[config.mk]
export PLATFORM = sky130hd
export DESIGN_NAME = websocket_frame_deframer
export DESIGN_NICKNAME = d
export VERILOG_FILES = /design/src/rtl/wsd_pkg.sv /design/src/rtl/websocket_frame_deframer.sv /design/src/rtl/wsd_in_reg.sv /design/src/rtl/wsd_parse.sv /design/src/rtl/wsd_out_reg.sv
export VERILOG_INCLUDE_DIRS = /design/src /design/src/rtl
export SDC_FILE = /design/constraint.sdc
export NUM_CORES = 1
export LEC_CHECK = 0
export BUFFER_PORTS_ARGS = -buffer_cell sky130_fd_sc_hd__buf_2
export CAP_MARGIN = 20
export CELL_PAD_IN_SITES_DETAIL_PLACEMENT = 2
export CELL_PAD_IN_SITES_GLOBAL_PLACEMENT = 2
export CORE_UTILIZATION = 43
export CTS_CLUSTER_DIAMETER = 50
export DETAILED_ROUTE_END_ITERATION = 12
export PLACE_DENSITY = 0.91
export SYNTH_ARGS = -nofsm -noshare
export SYNTH_HDL_FRONTEND = slang
export SYNTH_SLANG_ARGS = --single-unit
[constraint.sdc]
create_clock -name clk -period 7.3 [get_ports clk]
set_clock_uncertainty 0.15 [all_clocks]
set_input_delay 0.365 -clock clk [delete_from_list [all_inputs] [get_ports clk]]
set_output_delay 0.365 -clock clk [all_outputs]
set_load 0.02 [all_outputs]
[src/rtl/websocket_frame_deframer_defines.svh]
// Assertion macros for the WebSocket frame deframer.
// Included by files that carry concurrent checks; needs no other file.
`ifndef WEBSOCKET_FRAME_DEFRAMER_DEFINES_SVH
`define WEBSOCKET_FRAME_DEFRAMER_DEFINES_SVH

`ifndef SYNTHESIS

// Checks a property on every rising clock edge outside reset.
`define WSD_ASSERT(label, clk, rst_n, prop) \
    label: assert property (@(posedge clk) disable iff (!rst_n) prop) \
        else $error("wsd check failed");

// Checks that a condition never holds outside reset.
`define WSD_ASSERT_NEVER(label, clk, rst_n, cond) \
    `WSD_ASSERT(label, clk, rst_n, !(cond))

`else

`define WSD_ASSERT(label, clk, rst_n, prop)
`define WSD_ASSERT_NEVER(label, clk, rst_n, cond)

`endif

`endif

[src/rtl/wsd_pkg.sv]
// Shared types and constants for the WebSocket frame deframer.
// Has no dependencies; every module of the block imports it.
package wsd_pkg;

    // Header byte values.
    localparam logic [7:0] FRAME_START    = 8'd129;
    localparam logic [6:0] LEN_DIRECT_MAX = 7'd125;
    localparam logic [6:0] LEN_EXT16      = 7'd126;

    // Extended-length byte counts, minus one.
    localparam logic [2:0] EXT16_LEFT = 3'd1;
    localparam logic [2:0] EXT64_LEFT = 3'd7;

    // Result status codes.
    localparam logic [1:0] ST_DATA  = 2'd0;
    localparam logic [1:0] ST_EMPTY = 2'd1;
    localparam logic [1:0] ST_BAD   = 2'd2;

    // Parser phases.
    typedef enum logic [4:0] {
        PH_FIRST   = 5'b00001,
        PH_LEN     = 5'b00010,
        PH_EXTLEN  = 5'b00100,
        PH_MASK    = 5'b01000,
        PH_PAYLOAD = 5'b10000
    } wsd_phase_t;

    // One result word.
    typedef struct packed {
        logic [7:0] payload_byte;
        logic [1:0] status;
        logic       is_last;
    } wsd_result_t;

endpackage

[src/rtl/websocket_frame_deframer.sv]
// WebSocket frame deframer with unmasking, one byte per word.
// Top level; depends on wsd_pkg, wsd_in_reg, wsd_parse, wsd_out_reg and the defines header.
//
// Usage:
// - The slave side takes the received frame stream, one byte per word in tdata.
// - The master side gives at most one result per input word: tdata holds the
//   unmasked payload byte, tuser the status (0 payload, 1 empty frame, 2 bad
//   first byte), and tlast marks the word that ends a frame.
// - Header and key bytes produce no result word, but the last key byte of an empty frame gives the empty-frame word.
// - A result word passes the input register, then the result register, before it is
//   valid; the block takes one byte in every cycle while the receiver does not stall. The per-byte
//   header state update and the 64-bit length countdown sit between the two.
// - When the receiver stalls, the result register holds its word and the input
//   register keeps one more byte; after that s_axis_tready drops.
// - Reset clears both registers and returns the parser to waiting for a frame
//   start byte.
`include "websocket_frame_deframer_defines.svh"

module websocket_frame_deframer
    import wsd_pkg::*;
(
    input  logic       clk,
    input  logic       rst_n,
    input  logic       s_axis_tvalid,
    output logic       s_axis_tready,
    input  logic [7:0] s_axis_tdata,   // in_byte
    output logic       m_axis_tvalid,
    input  logic       m_axis_tready,
    output logic [7:0] m_axis_tdata,   // payload_byte
    output logic [1:0] m_axis_tuser,   // status
    output logic       m_axis_tlast
);

    logic        in_valid;
    logic [7:0]  in_byte;
    logic        load;
    logic        fire;
    logic        res_valid;
    wsd_result_t result;

    // Input byte register.
    wsd_in_reg u_in_reg (
        .clk           (clk),
        .rst_n         (rst_n),
        .s_axis_tvalid (s_axis_tvalid),
        .s_axis_tready (s_axis_tready),
        .s_axis_tdata  (s_axis_tdata),
        .advance       (load),
        .in_valid      (in_valid),
        .in_byte       (in_byte)
    );

    // A byte is parsed when the result register can take its outcome.
    assign fire = in_valid && load;

    wsd_parse u_parse (
        .clk       (clk),
        .rst_n     (rst_n),
        .fire      (fire),
        .in_byte   (in_byte),
        .res_valid (res_valid),
        .result    (result)
    );

    // Result register.
    wsd_out_reg u_out_reg (
        .clk           (clk),
        .rst_n         (rst_n),
        .res_valid     (fire && res_valid),
        .result        (result),
        .load          (load),
        .m_axis_tvalid (m_axis_tvalid),
        .m_axis_tready (m_axis_tready),
        .m_axis_tdata  (m_axis_tdata),
        .m_axis_tuser  (m_axis_tuser),
        .m_axis_tlast  (m_axis_tlast)
    );

    // Back-pressure on the input only when both stages are full.
    `WSD_ASSERT(a_stall_needs_full, clk, rst_n, !s_axis_tready |-> (in_valid && m_axis_tvalid))
    // Marker and error words carry a zero byte and always end the frame.
    `WSD_ASSERT(a_marker_form, clk, rst_n, (m_axis_tvalid && m_axis_tuser != ST_DATA) |-> (m_axis_tdata == 8'd0 && m_axis_tlast))
    // Status code three is never produced.
    `WSD_ASSERT_NEVER(a_no_bad_status, clk, rst_n, m_axis_tvalid && m_axis_tuser != ST_DATA && m_axis_tuser != ST_EMPTY && m_axis_tuser != ST_BAD)

endmodule

[src/rtl/wsd_in_reg.sv]
// Input register stage of the WebSocket frame deframer.
// Depends on wsd_pkg.
module wsd_in_reg
    import wsd_pkg::*;
(
    input  logic       clk,
    input  logic       rst_n,
    input  logic       s_axis_tvalid,
    output logic       s_axis_tready,
    input  logic [7:0] s_axis_tdata,   // in_byte
    input  logic       advance,
    output logic       in_valid,
    output logic [7:0] in_byte
);

    logic       in_valid_reg;
    logic       in_valid_next;
    logic [7:0] in_byte_reg;
    logic       take;

    // The stage takes a word when empty or when its word moves on this cycle.
    assign s_axis_tready = !in_valid_reg || advance;
    assign take          = s_axis_tvalid && s_axis_tready;

    always_comb
    begin
        in_valid_next = in_valid_reg;
        if (take)
        begin
            in_valid_next = 1'b1;
        end
        else if (advance)
        begin
            in_valid_next = 1'b0;
        end
    end

    always_ff @(posedge clk or negedge rst_n)
    begin
        if (!rst_n)
        begin
            in_valid_reg <= 1'b0;
        end
        else
        begin
            in_valid_reg <= in_valid_next;
        end
    end

    // The data byte needs no reset.
    always_ff @(posedge clk)
    begin
        if (take)
        begin
            in_byte_reg <= s_axis_tdata;
        end
    end

    assign in_valid = in_valid_reg;
    assign in_byte  = in_byte_reg;

endmodule

[src/rtl/wsd_parse.sv]
// Frame parser of the WebSocket frame deframer: header, key and unmasking.
// Depends on wsd_pkg.
module wsd_parse
    import wsd_pkg::*;
(
    input  logic        clk,
    input  logic        rst_n,
    input  logic        fire,
    input  logic [7:0]  in_byte,
    output logic        res_valid,
    output wsd_result_t result
);

    wsd_phase_t  phase_reg, phase_next;
    logic [2:0]  len_left_reg, len_left_next;
    logic [63:0] remaining_reg, remaining_next;
    logic [31:0] key_reg, key_next;
    logic [1:0]  key_cnt_reg, key_cnt_next;
    logic [1:0]  idx_reg, idx_next;
    logic [63:0] remaining_dec;
    logic [6:0]  len7;
    logic [7:0]  key_byte;

    assign len7          = in_byte[6:0];
    assign remaining_dec = remaining_reg - 64'd1;

    // Key byte for this payload position; the first key byte sits on top.
    always_comb
    begin
        case (idx_reg)
            2'd0:    key_byte = key_reg[31:24];
            2'd1:    key_byte = key_reg[23:16];
            2'd2:    key_byte = key_reg[15:8];
            default: key_byte = key_reg[7:0];
        endcase
    end

    // Next state and result for one byte.
    always_comb
    begin
        phase_next     = phase_reg;
        len_left_next  = len_left_reg;
        remaining_next = remaining_reg;
        key_next       = key_reg;
        key_cnt_next   = key_cnt_reg;
        idx_next       = idx_reg;
        res_valid      = 1'b0;
        result         = '{payload_byte: 8'd0, status: ST_DATA, is_last: 1'b0};

        case (phase_reg)
            PH_FIRST:
            begin
                if (in_byte != FRAME_START)
                begin
                    res_valid = 1'b1;
                    result    = '{payload_byte: 8'd0, status: ST_BAD, is_last: 1'b1};
                end
                else
                begin
                    phase_next     = PH_LEN;
                    remaining_next = 64'd0;
                    key_next       = 32'd0;
                    key_cnt_next   = 2'd0;
                    idx_next       = 2'd0;
                    len_left_next  = 3'd0;
                end
            end
            PH_LEN:
            begin
                remaining_next = 64'd0;
                key_cnt_next   = 2'd0;
                if (len7 <= LEN_DIRECT_MAX)
                begin
                    remaining_next = {57'd0, len7};
                    phase_next     = PH_MASK;
                end
                else if (len7 == LEN_EXT16)
                begin
                    len_left_next = EXT16_LEFT;
                    phase_next    = PH_EXTLEN;
                end
                else
                begin
                    len_left_next = EXT64_LEFT;
                    phase_next    = PH_EXTLEN;
                end
            end
            PH_EXTLEN:
            begin
                // Big-endian length bytes shift in from the bottom.
                remaining_next = {remaining_reg[55:0], in_byte};
                if (len_left_reg == 3'd0)
                begin
                    phase_next   = PH_MASK;
                    key_cnt_next = 2'd0;
                end
                else
                begin
                    len_left_next = len_left_reg - 3'd1;
                end
            end
            PH_MASK:
            begin
                key_next = {key_reg[23:0], in_byte};
                if (key_cnt_reg == 2'd3)
                begin
                    key_cnt_next = 2'd0;
                    idx_next     = 2'd0;
                    if (remaining_reg == 64'd0)
                    begin
                        phase_next = PH_FIRST;
                        res_valid  = 1'b1;
                        result     = '{payload_byte: 8'd0, status: ST_EMPTY, is_last: 1'b1};
                    end
                    else
                    begin
                        phase_next = PH_PAYLOAD;
                    end
                end
                else
                begin
                    key_cnt_next = key_cnt_reg + 2'd1;
                end
            end
            PH_PAYLOAD:
            begin
                idx_next       = idx_reg + 2'd1;
                remaining_next = remaining_dec;
                res_valid      = 1'b1;
                result         = '{payload_byte: in_byte ^ key_byte, status: ST_DATA,
                                   is_last: 1'b0};
                if (remaining_dec == 64'd0)
                begin
                    phase_next     = PH_FIRST;
                    idx_next       = 2'd0;
                    result.is_last = 1'b1;
                end
            end
            default:
            begin
                // An invalid phase code restarts the frame search with this byte.
                phase_next = PH_FIRST;
                if (in_byte != FRAME_START)
                begin
                    res_valid = 1'b1;
                    result    = '{payload_byte: 8'd0, status: ST_BAD, is_last: 1'b1};
                end
                else
                begin
                    phase_next = PH_LEN;
                end
            end
        endcase
    end

    always_ff @(posedge clk or negedge rst_n)
    begin
        if (!rst_n)
        begin
            phase_reg     <= PH_FIRST;
            len_left_reg  <= 3'd0;
            remaining_reg <= 64'd0;
            key_reg       <= 32'd0;
            key_cnt_reg   <= 2'd0;
            idx_reg       <= 2'd0;
        end
        else if (fire)
        begin
            phase_reg     <= phase_next;
            len_left_reg  <= len_left_next;
            remaining_reg <= remaining_next;
            key_reg       <= key_next;
            key_cnt_reg   <= key_cnt_next;
            idx_reg       <= idx_next;
        end
    end

endmodule

[src/rtl/wsd_out_reg.sv]
// Result register stage of the WebSocket frame deframer.
// Depends on wsd_pkg.
module wsd_out_reg
    import wsd_pkg::*;
(
    input  logic        clk,
    input  logic        rst_n,
    input  logic        res_valid,
    input  wsd_result_t result,
    output logic        load,
    output logic        m_axis_tvalid,
    input  logic        m_axis_tready,
    output logic [7:0]  m_axis_tdata,   // payload_byte
    output logic [1:0]  m_axis_tuser,   // status
    output logic        m_axis_tlast
);

    logic        out_valid_reg;
    wsd_result_t result_reg;

    // The register can load when empty or when its word leaves this cycle.
    assign load = !out_valid_reg || m_axis_tready;

    always_ff @(posedge clk or negedge rst_n)
    begin
        if (!rst_n)
        begin
            out_valid_reg <= 1'b0;
        end
        else if (load)
        begin
            out_valid_reg <= res_valid;
        end
    end

    always_ff @(posedge clk)
    begin
        if (load)
        begin
            result_reg <= result;
        end
    end

    assign m_axis_tvalid = out_valid_reg;
    assign m_axis_tdata  = result_reg.payload_byte;
    assign m_axis_tuser  = result_reg.status;
    assign m_axis_tlast  = result_reg.is_last;

endmodule

; After elaboration in Yosys (flattened, before gate mapping)
; Cells that the tools add are included.
[word_totals]
wordCells = 95
out_inout_bits = 13
ff_bits = 129
in_bits = 12
[op_classes]
muxes = 37
bitwise_logic = 1
eq_ne = 16
reduce_logical = 24
order_cmp = 1
add_sub_neg = 4
[ops]
columns = op, n
row1 = $pmux W64 S4, 1
row2 = $logic_not A64 Y1, 2
row3 = $mux W64, 1
row4 = $pmux W32 S2, 1
row5 = $sub A64 B1 Y64 const B, 1
row6 = $pmux W11 S3, 1
row7 = $mux W32, 1
row8 = $mux W5, 5
row9 = $pmux W5 S5, 1
row10 = $pmux W8 S3, 1
row11 = $mux W3, 5
row12 = $mux W2, 7
row13 = $mux W11, 1
row14 = $reduce_and A5 Y1, 2
row15 = $pmux W3 S3, 1
row16 = $ne A8 B8 Y1 const B, 1
row17 = $pmux W2 S4, 1
row18 = $reduce_and A4 Y1, 2
row19 = $reduce_bool A4 Y1, 2
row20 = $xor A8 B8 Y8, 1
row21 = $eq A7 B7 Y1 const B, 1
row22 = $le A7 B7 Y1 const B, 1
row23 = $mux W7, 1
row24 = $mux W1, 6
row25 = 23 further kinds, 36

; Depth between registers and ports, before layout
; Gate-level depths: netlist of the first run.
[depth]
depth_word = 5
depth_mapped = 12
ltp_nobuf = 11

; Hierarchy
; A second synthesis of the first run with hierarchy kept.
[hier_totals]
hier_cells = 888
area_unflattened_um2 = 7842.5
[modules_own_cells]
columns = module, seq_area_each_um2, cells_per_inst, area_per_inst_um2, instances
row1 = wsd_parse, 2703.8, 860, 7158.1, 1
row2 = wsd_out_reg, 355.3, 14, 377.9, 1
row3 = wsd_in_reg, 265.3, 12, 294.0, 1
row4 = websocket_frame_deframer, 0.0, 2, 12.5, 1

; Worst setup path before layout of the first run
; OpenSTA, ideal clock, no wires.
[synth_path]
path_type = register to register
from = reg u_parse.remaining_reg[34]
to = reg u_parse.phase_reg[3]
n_path_buf = 2
arrival_ps = 3183
path_stages_with_launch = 12
synth_period_minus_slack_ps = 3461
required_time_ps = 7022
setup_ps = 128
setup_slack_ps = 3839
path_cell_list = dfrtp_1 -> buf_6 -> or4_4 -> buf_6 -> or4_4 -> nor4_4 -> xnor2_1 -> o21ai_0 -> nor4_2 -> nand4_1 -> a21oi_2 -> mux2_1
[synth_between]
elab_chain_cells = 4
[synth_lines]
columns = item, line
row1 = from (decl), wsd_parse.sv:16  ; logic [63:0] remaining_reg, remaining_next;
row2 = from (signal assigned), wsd_parse.sv:171  ; remaining_reg <= remaining_next;
row3 = $sub A64 B1 Y64, wsd_parse.sv:25  ; assign remaining_dec = remaining_reg - 64'd1;
row4 = $logic_not A64 Y1, wsd_parse.sv:132  ; if (remaining_dec == 64'd0)
row5 = $ne A2 B1 Y1 (no line), --
row6 = $reduce_and A5 Y1 (no line), --
row7 = to (signal assigned), wsd_parse.sv:169  ; phase_reg <= phase_next;
row8 = to (decl), wsd_parse.sv:14  ; wsd_phase_t phase_reg, phase_next;
; Every way passes these cells.
; A chain may end at the register's enable or synchronous reset.

; Final worst setup path of the first run
[layout_path]
from = reg u_parse.remaining_reg[1]
to = reg u_parse.phase_reg[4]
[layout_between]
elab_chain_cells = 4
word_cells_on_any_way = 8
classes_between = 1 x add/sub / 1 x eq/ne / 3 x mux / 3 x reduce/logical
[layout_lines]
columns = item, line
row1 = $sub A64 B1 Y64 / $logic_not A64 Y1 (equally long branches), "wsd_parse.sv:25, wsd_parse.sv:109"
row2 = $logic_not A64 Y1 / $mux W5 (equally long branches), "wsd_parse.sv:132, wsd_parse.sv:109"
row3 = $ne A2 B1 Y1 (no line) / $mux W5 (equally long branches), --
row4 = $reduce_and A5 Y1 (no line) / $pmux W5 S5 (equally long branches), --
; Parallel ways exist; a longest one is shown, timed or not. The select of a mux whose other input is x is not followed.

==> flow_summary.yaml, run 1 <==
clock_network:
  cts.root.buffer_cell: "clkbuf_16"
  clockBufferDepth: 2
  cts_resized: 0
  cts_tree: "yes"
  post-cts-setup-buffer-count: 0
  ctsHoldBuffers: 9
  numClockSinks: 129
  path_clk_slew_ns: 0.06
  clock_latency_ns: 0.45
  cts_made_buffers: 17
  ctsHtreeMaxLevel: 4
power:
  power.density_nw_per_um2: 414.8
  ir_worst_vdd_mv: 0.2237
  power_leakage_nw: 3.724
logic_synthesis:
  ys_ff_latch: 129
  yosys_warnings: 0
  synth_nets: 921
  synth_edf_count: 19
  yosysSeqAreaShare: 0.4193
  syn-cell-area_um2: 7928
  syn_avg_cell_area_um2: 8.808
  netlist_instances: 900
  yosysUniqueCellTypes: 73
  ys.flop_type: "dfrtp_1"
  async_flop_share: 0.8527
min_path:
  hold_path_class: "primary input to flop"
placement:
  hpwlAfterDp_mm: 21.77
  place_ws_ns: 2.531
  gp_congestion: 0.9297
  port_buffers: 24
  postPlaceCellArea_um2: 8105
timing:
  post-route-worst-setup-slack_ns: 1.894
  setup_violations: 0
  final_max_slew_viol_count: 0
  max_freq_mhz: 185.0
  worst_pin_slew_ns: 1.090
  fin_crit_ns: 5.406
  whs_ns: 0.05225
  period_share: 0.7405
  tns_ns: 0
  hold_violations: 0
  rsz0062_at_grt: "no"
  slew-limit-headroom: 0.2665
detailed_routing:
  wl_mm: 38.97
  first_iter_violations: 1070
  detail_route.wl_per_cell_um: 34.46
  vias: 8469
  ant_nets: 0
  avgViaCountPerCell: 7.488
  drc: 0
  first_pass_iters: 8
finish:
  largest_reg_flops: 64
  syn_to_final_growth_pct: 11.14
  drive_gt1_frac: 0.1143
  finalNetCount: 909
  final_area_um2: 8811
setup_path:
  criticalPathCategory: "flop to flop"
  cp-start-kind: "flop"
  critPathRequiredTime_ns: 7.46
  cp-end-kind: "flop"
  crit_path_max_fanout: 11
  cp.arrival_ns: 5.57
floorplan:
  die_area_um2: 18980
  initial_core_util: 0.4398
  ios: 25
  coreArea_um2: 18020
  die_h_um: 137.8
  num_rows: 49
  die_x_um: 137.8
global_routing:
  antenna_found_initial: 1
  grt_pass1_wl_mm: 57.24
  grt_pass1_vias: 9017
  grtUsageTotal: 0.4135
  grt_overflow: 0
  grt_max_degree: 64
status:
  status: "complete, no violations"
flow_run:
  maxCapViolCount: 0
## layer usage
layer | global-route usage | vias up | part of all wire
met5 | 0 | - | 0
met4 | 0.2379 | 0 | 0.065
met3 | 0.09750 | 221 | 0.091
met2 | 0.6675 | 639 | 0.47
met1 | 0.5041 | 4274 | 0.37
li1 | - | 3335 | -
## through the flow
stage	total power, W	utilization	std cells
6_report	0.003655	0.4888	1131
2_1_floorplan	0.001994	-	900
5_1_grt	0.003722	0.4887	1130
3_5_place_dp	0.002500	0.4497	1087
3_3_place_gp	0.002348	0.4486	1086
4_1_cts	0.003461	0.4860	1128
## cells in the mapped netlist (7+ instances only)
cell type | instances | area share
clkbuf_1 | 55 | 0.026
xor2_1 | 8 | 0.0088
nand4_1 | 14 | 0.011
edfxtp_1 | 19 | 0.072
nand2b_1 | 7 | 0.0055
and3_1 | 7 | 0.0055
xnor2_1 | 29 | 0.032
o21ai_0 | 125 | 0.079
inv_1 | 16 | 0.0076
or3_1 | 10 | 0.0079
dfrtp_1 | 109 | 0.34
and2_1 | 8 | 0.0063
ha_1 | 9 | 0.014
nor2_1 | 92 | 0.044
a22o_1 | 34 | 0.038
a222oi_1 | 8 | 0.010
nor4_1 | 33 | 0.026
nand3_1 | 12 | 0.0076
or4_1 | 8 | 0.0076
a31oi_1 | 7 | 0.0055
nand2_1 | 64 | 0.030
a21oi_1 | 56 | 0.035
nor3_1 | 39 | 0.025
a22oi_1 | 20 | 0.019
## cell families after synthesis
logic type	count (synthesis)	share of synthesized area
AO/OA/AOI/OAI	283	0.2232
XOR/XNOR	37	0.04088
adder cells (fa/ha/maj)	9	0.01420
buffers and inverters	89	0.04893
flip-flops	129	0.4194
multiplexers	2	0.002841
AND/OR/NAND/NOR	351	0.2506
## cells in the final DEF (no fill, tap or decap), types with 8 or more instances in the layout
| cell | instances |
|---|---|
| a222oi_1 | 8 |
| or4_1 | 8 |
| nand4_1 | 14 |
| dlygate4sd3_1 | 9 |
| ha_1 | 9 |
| nor2_1 | 91 |
| a22oi_1 | 20 |
| and2_1 | 8 |
| dfrtp_1 | 109 |
| o21ai_0 | 125 |
| a21oi_1 | 56 |
| buf_2 | 23 |
| inv_1 | 16 |
| edfxtp_1 | 19 |
| nand2_1 | 62 |
| nand3_1 | 12 |
| or3_1 | 10 |
| xor2_1 | 8 |
| nor4_1 | 33 |
| nor3_1 | 39 |
| xnor2_1 | 29 |
| clkbuf_16 | 18 |
| a22o_1 | 34 |
## critical path, stage by stage (launching register included)
cell	delay [ns]
dfrtp_1	0.50
inv_1	0.20
ha_1	0.32
nor4b_2	0.63
nand4_1	0.74
nor4_1	0.99
o211ai_1	0.29
nor4_1	0.52
nand4_1	0.23
a21oi_2	0.30
mux2_1	0.40
## report_power, final
group          total, W  internal, W  switching, W
combinational   0.00190     0.000547       0.00135
clock          0.000862     0.000470      0.000392
sequential     0.000894     0.000800     0.0000940
total           0.00365      0.00182       0.00184
## final cells by class
type                    count  area, um^2
diodes                      1       2.502
clock buffers              20       467.9
clock inverters            12       97.59
fillers                  1890        9214
inverters                  16       60.06
multi-input cells         682        4247
flip-flops and latches    129        3324
well taps                 229       286.5
repair buffers             42       325.3
## worst paths after layout
| kind | startpoint | endpoint | slack, ns | cells after the start |
|---|---|---|---|---|
| max | u_parse.remaining_reg[1] | u_parse.phase_reg[4] | 1.89 | 10 |
| min | s_axis_tvalid | u_in_reg.in_valid | 0.05 | 2 |
| max reg2reg | u_parse.remaining_reg[1] | u_parse.phase_reg[4] | 1.89 | 10 |
| min reg2reg | u_parse.key_reg[28] | u_parse.key_reg[28] | 0.37 | 1 |
| max in group asynchronous | rst_n | u_parse.remaining_reg[43] | 5.29 | 3 |
| min in group asynchronous | rst_n | u_parse.key_reg[27] | 0.36 | 2 |
(Power assumes the default switching activity.)
==> run 2: changes to the inputs <==
--- a/config.mk
+++ b/config.mk
@@ -10,10 +10,10 @@
 export CAP_MARGIN = 20
 export CELL_PAD_IN_SITES_DETAIL_PLACEMENT = 2
 export CELL_PAD_IN_SITES_GLOBAL_PLACEMENT = 2
-export CORE_UTILIZATION = 43
+export CORE_UTILIZATION = 40
 export CTS_CLUSTER_DIAMETER = 50
 export DETAILED_ROUTE_END_ITERATION = 12
-export PLACE_DENSITY = 0.91
+export PLACE_DENSITY = 0.86
 export SYNTH_ARGS = -nofsm -noshare
 export SYNTH_HDL_FRONTEND = slang
 export SYNTH_SLANG_ARGS = --single-unit
==> constraint.sdc (replaced) <==
create_clock -name clk -period 5.6 [get_ports clk]
set_clock_uncertainty 0.15 [all_clocks]
set_input_delay 0.28 -clock clk [delete_from_list [all_inputs] [get_ports clk]]
set_output_delay 0.28 -clock clk [all_outputs]
set_load 0.02 [all_outputs]
==> flow_summary.yaml, run 2 (same netlist as run 1, synthesis figures left out) <==
clock_network:
  post-cts-setup-buffer-count: 0
  cts_resized: 0
  numClockSinks: 129
  ctsHoldBuffers: 10
  cts_tree: "yes"
  clockBufferDepth: 2
  path_clk_slew_ns: 0.07
  cts_made_buffers: 17
  cts.root.buffer_cell: "clkbuf_16"
  ctsHtreeMaxLevel: 4
  clock_latency_ns: 0.46
timing:
  whs_ns: 0.06944
  max_freq_mhz: 194.7
  final_max_slew_viol_count: 0
  setup_violations: 0
  fin_crit_ns: 5.137
  hold_violations: 0
  tns_ns: 0
  rsz0062_at_grt: "no"
  slew-limit-headroom: 0.3091
  period_share: 0.9173
  worst_pin_slew_ns: 1.033
detailed_routing:
  vias: 8162
  wl_mm: 34.84
  ant_nets: 0
  detail_route.wl_per_cell_um: 29.83
  first_pass_iters: 7
  avgViaCountPerCell: 6.988
  first_iter_violations: 780
  drc: 0
global_routing:
  grt_max_degree: 64
  antenna_found_initial: 0
  grt_pass1_vias: 8886
  grt_pass1_wl_mm: 54.38
  grtUsageTotal: 0.3605
  grt_overflow: 0
finish:
  num_antenna_cells: 0
  layout_common_cells: "o21ai_0, dfrtp_1, nor2_1"
  layout_commonest_cell: "o21ai_0"
  largest_reg_flops: 64
  syn_to_final_growth_pct: 12.15
  final_area_um2: 8891
  drive_gt1_frac: 0.1152
  final_cells: 1168
  finalNetCount: 911
floorplan:
  initial_core_util: 0.4073
  coreArea_um2: 19460
  num_rows: 51
  ios: 25
  die_x_um: 142.8
  die_h_um: 142.8
  die_area_um2: 20390
setup_path:
  critPathRequiredTime_ns: 5.78
  criticalPathCategory: "flop to flop"
  crit_slowest_cell: "nor4_1"
  crit_path_cell_trace: "inv_1 > ha_1 > nor4b_2 > nand4_1 > nor4_1 > o211ai_1 > nor4_1 > nand4_1 > a21oi_2 > mux2_1"
  cp-end-kind: "flop"
  cp.arrival_ns: 5.31
  cp-start-kind: "flop"
  crit_path_max_fanout: 11
  cpPeakStageDelay_ns: 0.91
power:
  power_leakage_nw: 3.749
  power.density_nw_per_um2: 518.7
  ir_worst_vdd_mv: 0.2276
  power.total_w: 0.004612
placement:
  port_buffers: 24
  dp_cells: 1125
  gp_congestion: 0.8816
  hpwlAfterDp_mm: 20.46
  postPlaceCellArea_um2: 8150
status:
  status: "complete, no violations"
flow_run:
  maxCapViolCount: 0
min_path:
  hold_path_class: "primary input to flop"
[run 2: cell types whose count changed in the layout (fill, tap and decap cells not counted), moves of 2 or more]
| cell | delta |
|---|---|
| clkinv_4 | -3 |
| bufinv_16 | +2 |
| inv_6 | +3 |
| inv_8 | +3 |
| buf_4 | +3 |
| buf_12 | -2 |
| clkinvlp_4 | -2 |
[run 2: critical path: cells and delay by family (launching register included)]
kind                     cells  cell delay [ns]
AND/OR/NAND/NOR              5             3.02
multiplexers                 1             0.39
adder cells (fa/ha/maj)      1             0.27
flip-flops                   1             0.46
AO/OA/AOI/OAI                2             0.57
buffers and inverters        1             0.14
[run 2: metal layers]
metal	track usage	wire [um]	vias to the layer above
met3	0.07076	2151	159
met5	0	0	-
met4	0.2264	1931	0
met1	0.4298	13630	4265
met2	0.5978	17120	396
li1	-	-	3342
[run 2: area by class of cell]
| type | count | area (um^2) |
|---|---|---|
| well taps | 265 | 331.6 |
| inverters | 16 | 60.06 |
| fillers | 2102 | 10570 |
| repair buffers | 44 | 317.8 |
| clock buffers | 17 | 425.4 |
| multi-input cells | 682 | 4244 |
| flip-flops and latches | 129 | 3324 |
| clock inverters | 15 | 187.7 |
[run 2: path summary, 6_finish.rpt]
path	start	endpoint	slack, ns	cells past startpoint
max	u_parse.remaining_reg[1]	u_parse.phase_reg[3]	0.46	10
min	m_axis_tready	u_in_reg.in_valid	0.07	3
max reg2reg	u_parse.remaining_reg[1]	u_parse.phase_reg[3]	0.46	10
min reg2reg	u_parse.key_cnt_reg[0]	u_parse.key_cnt_reg[0]	0.38	1
max in group asynchronous	rst_n	u_parse.remaining_reg[56]	3.68	3
min in group asynchronous	rst_n	u_parse.key_reg[3]	0.30	2
[run 2: metrics by stage]
stage	setup slack [ns]	utilization
3_3_place_gp	1.431	0.4188
5_1_grt	0.3305	0.4568
2_1_floorplan	2.139	-
3_5_place_dp	1.177	0.4188
4_1_cts	0.9519	0.4554
6_report	0.4634	0.4568
[run 2: where the power goes]
part | internal [W] | switching [W] | total, W
Combinational | 0.000702 | 0.00152 | 0.00222
Sequential | 0.00104 | 0.000112 | 0.00116
Clock | 0.000679 | 0.000554 | 0.00123
Total | 0.00242 | 0.00219 | 0.00461
